File: config.mk
export PLATFORM = sky130hd
export DESIGN_NAME = npcs_dist
export DESIGN_NICKNAME = d
export VERILOG_FILES = /design/src/hw/rtl/npcs_pkg.sv /design/src/hw/rtl/npcs_dist.sv
export SDC_FILE = /design/constraint.sdc
export NUM_CORES = 1
export LEC_CHECK = 0
export BUFFER_PORTS_ARGS = -buffer_cell sky130_fd_sc_hd__buf_2
export CORE_ASPECT_RATIO = 1.4
export CORE_MARGIN = 3
export CORE_UTILIZATION = 60
export CTS_CLUSTER_DIAMETER = 150
export CTS_CLUSTER_SIZE = 20
export DETAILED_ROUTE_END_ITERATION = 12
export PLACE_DENSITY = 0.8
export SLEW_MARGIN = 20
export SYNTH_ARGS = -nofsm -noshare
export SYNTH_HDL_FRONTEND = slang
export SYNTH_SLANG_ARGS = --single-unit
File: constraint.sdc
create_clock -name clk -period 5.37 [get_ports clk]
set_input_delay 0.2685 -clock clk [delete_from_list [all_inputs] [get_ports clk]]
set_output_delay 0.2685 -clock clk [all_outputs]
set_load 0.01 [all_outputs]
File: src/hw/rtl/npcs_pkg.sv
// Shared types and constants for the nearest palette colour search block.
package npcs_pkg;

    // Default palette depth
    localparam int PALETTE_ENTRIES_DEF = 256;

    // Field widths
    localparam int COLOR_W     = 8;
    localparam int INDEX_W     = 8;
    localparam int DIST_W      = 20;
    localparam int SQ_W        = 2 * COLOR_W;
    localparam int CFG_INDEX_W = 3;
    localparam int CFG_DATA_W  = 24;
    localparam int KEY_W       = 3 * COLOR_W;
    localparam int ENTRY_W     = 4 * COLOR_W;

    // Commands
    localparam logic CMD_LOAD  = 1'b0;
    localparam logic CMD_MATCH = 1'b1;

    // Configuration register indexes
    localparam logic [CFG_INDEX_W-1:0] REG_DISTANCE_MODE = 3'd0;
    localparam logic [CFG_INDEX_W-1:0] REG_RANGE_FIRST   = 3'd1;
    localparam logic [CFG_INDEX_W-1:0] REG_RANGE_LAST    = 3'd2;
    localparam logic [CFG_INDEX_W-1:0] REG_KEY_ENABLE    = 3'd3;
    localparam logic [CFG_INDEX_W-1:0] REG_KEY_COLOR     = 3'd4;

    // Input transaction
    typedef struct packed {
        logic               cmd;
        logic [INDEX_W-1:0] entry_index;
        logic [COLOR_W-1:0] red;
        logic [COLOR_W-1:0] green;
        logic [COLOR_W-1:0] blue;
        logic [COLOR_W-1:0] alpha;
    } ncs_in_t;

    // Result transaction
    typedef struct packed {
        logic [INDEX_W-1:0] best_index;
        logic               key_hit;
        logic [DIST_W-1:0]  best_distance;
    } ncs_out_t;

    // One colour, as stored in the palette
    typedef struct packed {
        logic [COLOR_W-1:0] red;
        logic [COLOR_W-1:0] green;
        logic [COLOR_W-1:0] blue;
        logic [COLOR_W-1:0] alpha;
    } ncs_rgba_t;

    // Tag travelling alongside an entry through the distance pipeline
    typedef struct packed {
        logic               valid;
        logic               last;
        logic [INDEX_W-1:0] index;
    } ncs_tag_t;

endpackage

File: src/hw/rtl/npcs_dist.sv
// Two-stage squared-distance unit, one palette entry per cycle.
module npcs_dist (
    input  logic                          clk,
    input  logic                          rst_n,
    input  npcs_pkg::ncs_tag_t            tag_in,
    input  npcs_pkg::ncs_rgba_t           entry,
    input  npcs_pkg::ncs_rgba_t           pixel,
    input  logic                          weighted,
    output npcs_pkg::ncs_tag_t            tag_out,
    output logic [npcs_pkg::DIST_W-1:0]   entry_dist
);

    import npcs_pkg::*;

    logic [COLOR_W-1:0] dr, dg, db, da;
    logic [SQ_W-1:0]    sq_r_next, sq_g_next, sq_b_next, sq_a_next;
    logic [SQ_W-1:0]    sq_r_reg, sq_g_reg, sq_b_reg, sq_a_reg;
    logic               weighted_reg;
    ncs_tag_t           tag_sq_reg, tag_sum_reg;
    logic [DIST_W-1:0]  dist_next, dist_reg;
    logic [DIST_W-1:0]  wr, wg;

    // Absolute differences and squares
    always_comb
    begin
        dr = (entry.red   > pixel.red)   ? entry.red   - pixel.red   : pixel.red   - entry.red;
        dg = (entry.green > pixel.green) ? entry.green - pixel.green : pixel.green - entry.green;
        db = (entry.blue  > pixel.blue)  ? entry.blue  - pixel.blue  : pixel.blue  - entry.blue;
        da = (entry.alpha > pixel.alpha) ? entry.alpha - pixel.alpha : pixel.alpha - entry.alpha;
        sq_r_next = SQ_W'(dr) * SQ_W'(dr);
        sq_g_next = SQ_W'(dg) * SQ_W'(dg);
        sq_b_next = SQ_W'(db) * SQ_W'(db);
        sq_a_next = SQ_W'(da) * SQ_W'(da);
    end

    // Distance sum: in weighted mode 3 red, 6 green as shift-and-add, else a plain sum
    always_comb
    begin
        if (weighted_reg)
        begin
            wr = (DIST_W'(sq_r_reg) << 1) + DIST_W'(sq_r_reg);
            wg = (DIST_W'(sq_g_reg) << 2) + (DIST_W'(sq_g_reg) << 1);
        end
        else
        begin
            wr = DIST_W'(sq_r_reg);
            wg = DIST_W'(sq_g_reg);
        end
        dist_next = wr + wg + DIST_W'(sq_b_reg) + DIST_W'(sq_a_reg);
    end

    // Payload stages
    always_ff @(posedge clk)
    begin
        sq_r_reg     <= sq_r_next;
        sq_g_reg     <= sq_g_next;
        sq_b_reg     <= sq_b_next;
        sq_a_reg     <= sq_a_next;
        weighted_reg <= weighted;
        dist_reg     <= dist_next;
    end

    // Tag stages
    always_ff @(posedge clk or negedge rst_n)
    begin
        if (!rst_n)
        begin
            tag_sq_reg  <= '0;
            tag_sum_reg <= '0;
        end
        else
        begin
            tag_sq_reg  <= tag_in;
            tag_sum_reg <= tag_sq_reg;
        end
    end

    assign tag_out    = tag_sum_reg;
    assign entry_dist = dist_reg;

endmodule

==> results_dict.tcl <==
set metrics [dict create \
    clock_sinks 101 \
    antenna_found_initial 0 \
    avgSynthCellArea_um2 8.76 \
    finalClockSkew_ns 0.00893 \
    drt_iter0_drc 531 \
    yosys-top-cells-area "ha_1, fa_1, dfxtp_1, inv_1, xnor2_1" \
    fin_area_um2 18600 \
    yosys.cell_types.count 79 \
    routabilityCongestion 0.948 \
    syn_inst 1650 \
    grt_overflow 0 \
    post-route-period-util_pct 102 \
    htreeDepth 3 \
    regArea_um2 2120 \
    yosys.area_share.simple_pct 12.9 \
    synth.area.mux_share_pct 3.66 \
    synth_compound_area_share_pct 12.4 \
    cts.path.max_buffers 2 \
    async_flop_share_pct 19.8 \
    dpl_cell_area_um2 17300 \
    crit_type "input port to flop" \
    final.fill_count 1448 \
    start_kind "input port" \
    grt_max_degree 30 \
    path_clk_slew_ns 0.07 \
    synthTopCellsByCount "inv_1, ha_1, nor2_1, fa_1, a21oi_1" \
    cts_made_buffers 9 \
    fin_cells 2325 \
    hold_path.class "input port to flop" \
    worst_slack_ns -0.113 \
    initial_utilization_pct 61.6 \
    dpl.hpwl_um 28400 \
    fmax_ghz 0.182 \
    finalHoldViolCount 0 \
    critical_path.endpoint_type "flop" \
    core_um2 23500 \
    violations "negative setup slack" \
    die_y_um 190 \
    synth_fa_ha_area_share_pct 38.9 \
    tightestPinTransition_ns 0.623 \
    largest_reg_flops 20 \
    status "finished, violations left" \
    cts_tree "done" \
    numPortBuffers 106 \
    drc 0 \
    fin_crit_ns 5.48 \
    synth_top_family_by_area "adder cells" \
    postRouteAntennaNets 0 \
    rsz0062_at_grt "true" \
    track_usage_pct 26.2 \
    clockRootBuffer "clkbuf_16" \
    ys.flop_type "dfxtp_1" \
    num-nets-final 2459 \
    ys_ff_latch 101 \
    drtPass1Iterations 5 \
    drv_slew 0 \
    grt_pass1_vias 13200 \
    vias 12700 \
    ys_warn_count 0 \
    relSlewSlack_pct 57.9 \
    dieWidth_um 137 \
    cap_violations 0 \
    diodes 0 \
    finalWirelength_um 36600 \
    areaGrowthSynthToFinish_pct 28.6 \
    seq_area_frac_synth_pct 14.7 \
    synth_top_area_cell "ha_1" \
    yosysMostFrequentCell "inv_1" \
    io_pins 107 \
    required_ns 5.64 \
    synth_area_um2 14500 \
    multi_input_area_um2 12000 \
    synth_edf_count 0 \
    insertion_delay_ns 0.35 \
    crit_fanout 6 \
    die-area_um2 26000 \
    cp.arrival_ns 5.76 \
    rows 66 \
    drive_above_1_share_pct 29.8 \
    vias_per_cell 5.47 \
    synth_xor_area_share_pct 8.29 \
    wl_per_cell_um 15.7 \
    yosysTopAreaCellShare_pct 20.2 \
    dp.cells 2273 \
    setup_viol 3 \
    grt_pass1_wl_um 56300 \
]
-- per-stage QoR --
stage / util [%] / setup WS [ns] / hold WS, ns / TNS (ns)
floorplan: - / 0.00219 / -0.0271 / 0
global placement: 73.8 / -0.214 / 0.211 / -2.67
detailed placement: 73.8 / -0.451 / 0.217 / -6.08
CTS: 75.2 / 0.0248 / 0.0122 / 0
global route: 79.2 / -0.253 / 0.0112 / -2.25
finish: 79.2 / -0.113 / 0.0256 / -0.197
-- final cells by class --
cell class | instances | share of cell area (%)
inverter | 325 | 6.60
sequential | 101 | 11.4
clock inverter | 3 | 0.249
timing repair buffer | 371 | 14.0
multi-input combinational | 1206 | 64.3
tap | 306 | 2.06
clock buffer | 13 | 1.35
-- timing repair --
| action | 4_1_cts | 5_1_grt |
|---|---|---|
| hold buffers | 1 | 0 |
| endpoints found under the hold margin | 20 | 0 |
| endpoints found under the setup margin | 4 | 24 |
| setup buffers | 0 | 34 |
| gates resized for setup | 4 | 164 |
| gates cloned | 0 | 1 |
| pin swaps | 1 | 115 |
-- worst paths after layout --
kind	from	to	slack (ns)	depth (start not counted)
min in group asynchronous	rst_n	tag_out[5]	0.40	2
worst min register to register	tag_sq_reg[7]	tag_out[7]	0.35	0
worst min-delay path	weighted	weighted_reg	0.03	1
max in group asynchronous	rst_n	tag_out[9]	4.69	2
worst max register to register	sq_r_reg[3]	entry_dist[19]	0.29	19
worst max-delay path	entry[0]	sq_a_reg[13]	-0.11	26
-- logic make-up (layout without fill, tap and decap cells) --
group,after synthesis,in the layout
simple gates,381,381
fa+ha+maj,368,368
buf+inv,345,712
compound gates,274,274
xor+xnor,130,130
flops,101,101
mux,50,50
other cells,1,3
-- worst max-delay path, cell delays in order --
cell,delay [ns]
buf_6,0.10
inv_4,0.04
ha_4,0.12
inv_2,0.04
fa_2,0.40
a21o_4,0.22
a21o_4,0.21
nand2_4,0.06
a21oi_4,0.10
buf_12,0.15
mux2_4,0.32
xor2_4,0.17
or2_4,0.23
fa_1,0.52
inv_2,0.06
fa_1,0.51
fa_1,0.54
inv_2,0.04
fa_1,0.57
inv_2,0.05
ha_4,0.26
a21oi_2,0.14
nand2_1,0.10
a41oi_2,0.24
nor2b_4,0.18
xnor2_1,0.11
-- metal layers --
metal / up-vias / wire length (µm) / global-route usage (%)
met5: - / 0 / 0
met4: 0 / 2020 / 13.4
met3: 160 / 904 / 1.90
met2: 349 / 20700 / 52.5
met1: 6123 / 13000 / 26.1
li1: 6095 / - / -
-- cell usage in the layout (no fill, tap or decap), types with 20 or more instances in the layout --
cell type and count:
inv_1 304, a21oi_1 73, a21oi_2 30, o21ai_0 23, nand2_1 58, fa_1 124
xnor2_1 82, buf_4 252, dfxtp_1 81, xor2_1 29, buf_2 104, mux2i_1 24
ha_1 210, nor3_1 23, nor2_1 137, nand3_1 24, dfrtp_1 20, a21o_1 26
Power is not shown: default switching activity piles up to over one toggle a cycle in this logic, so the estimate is an artifact.
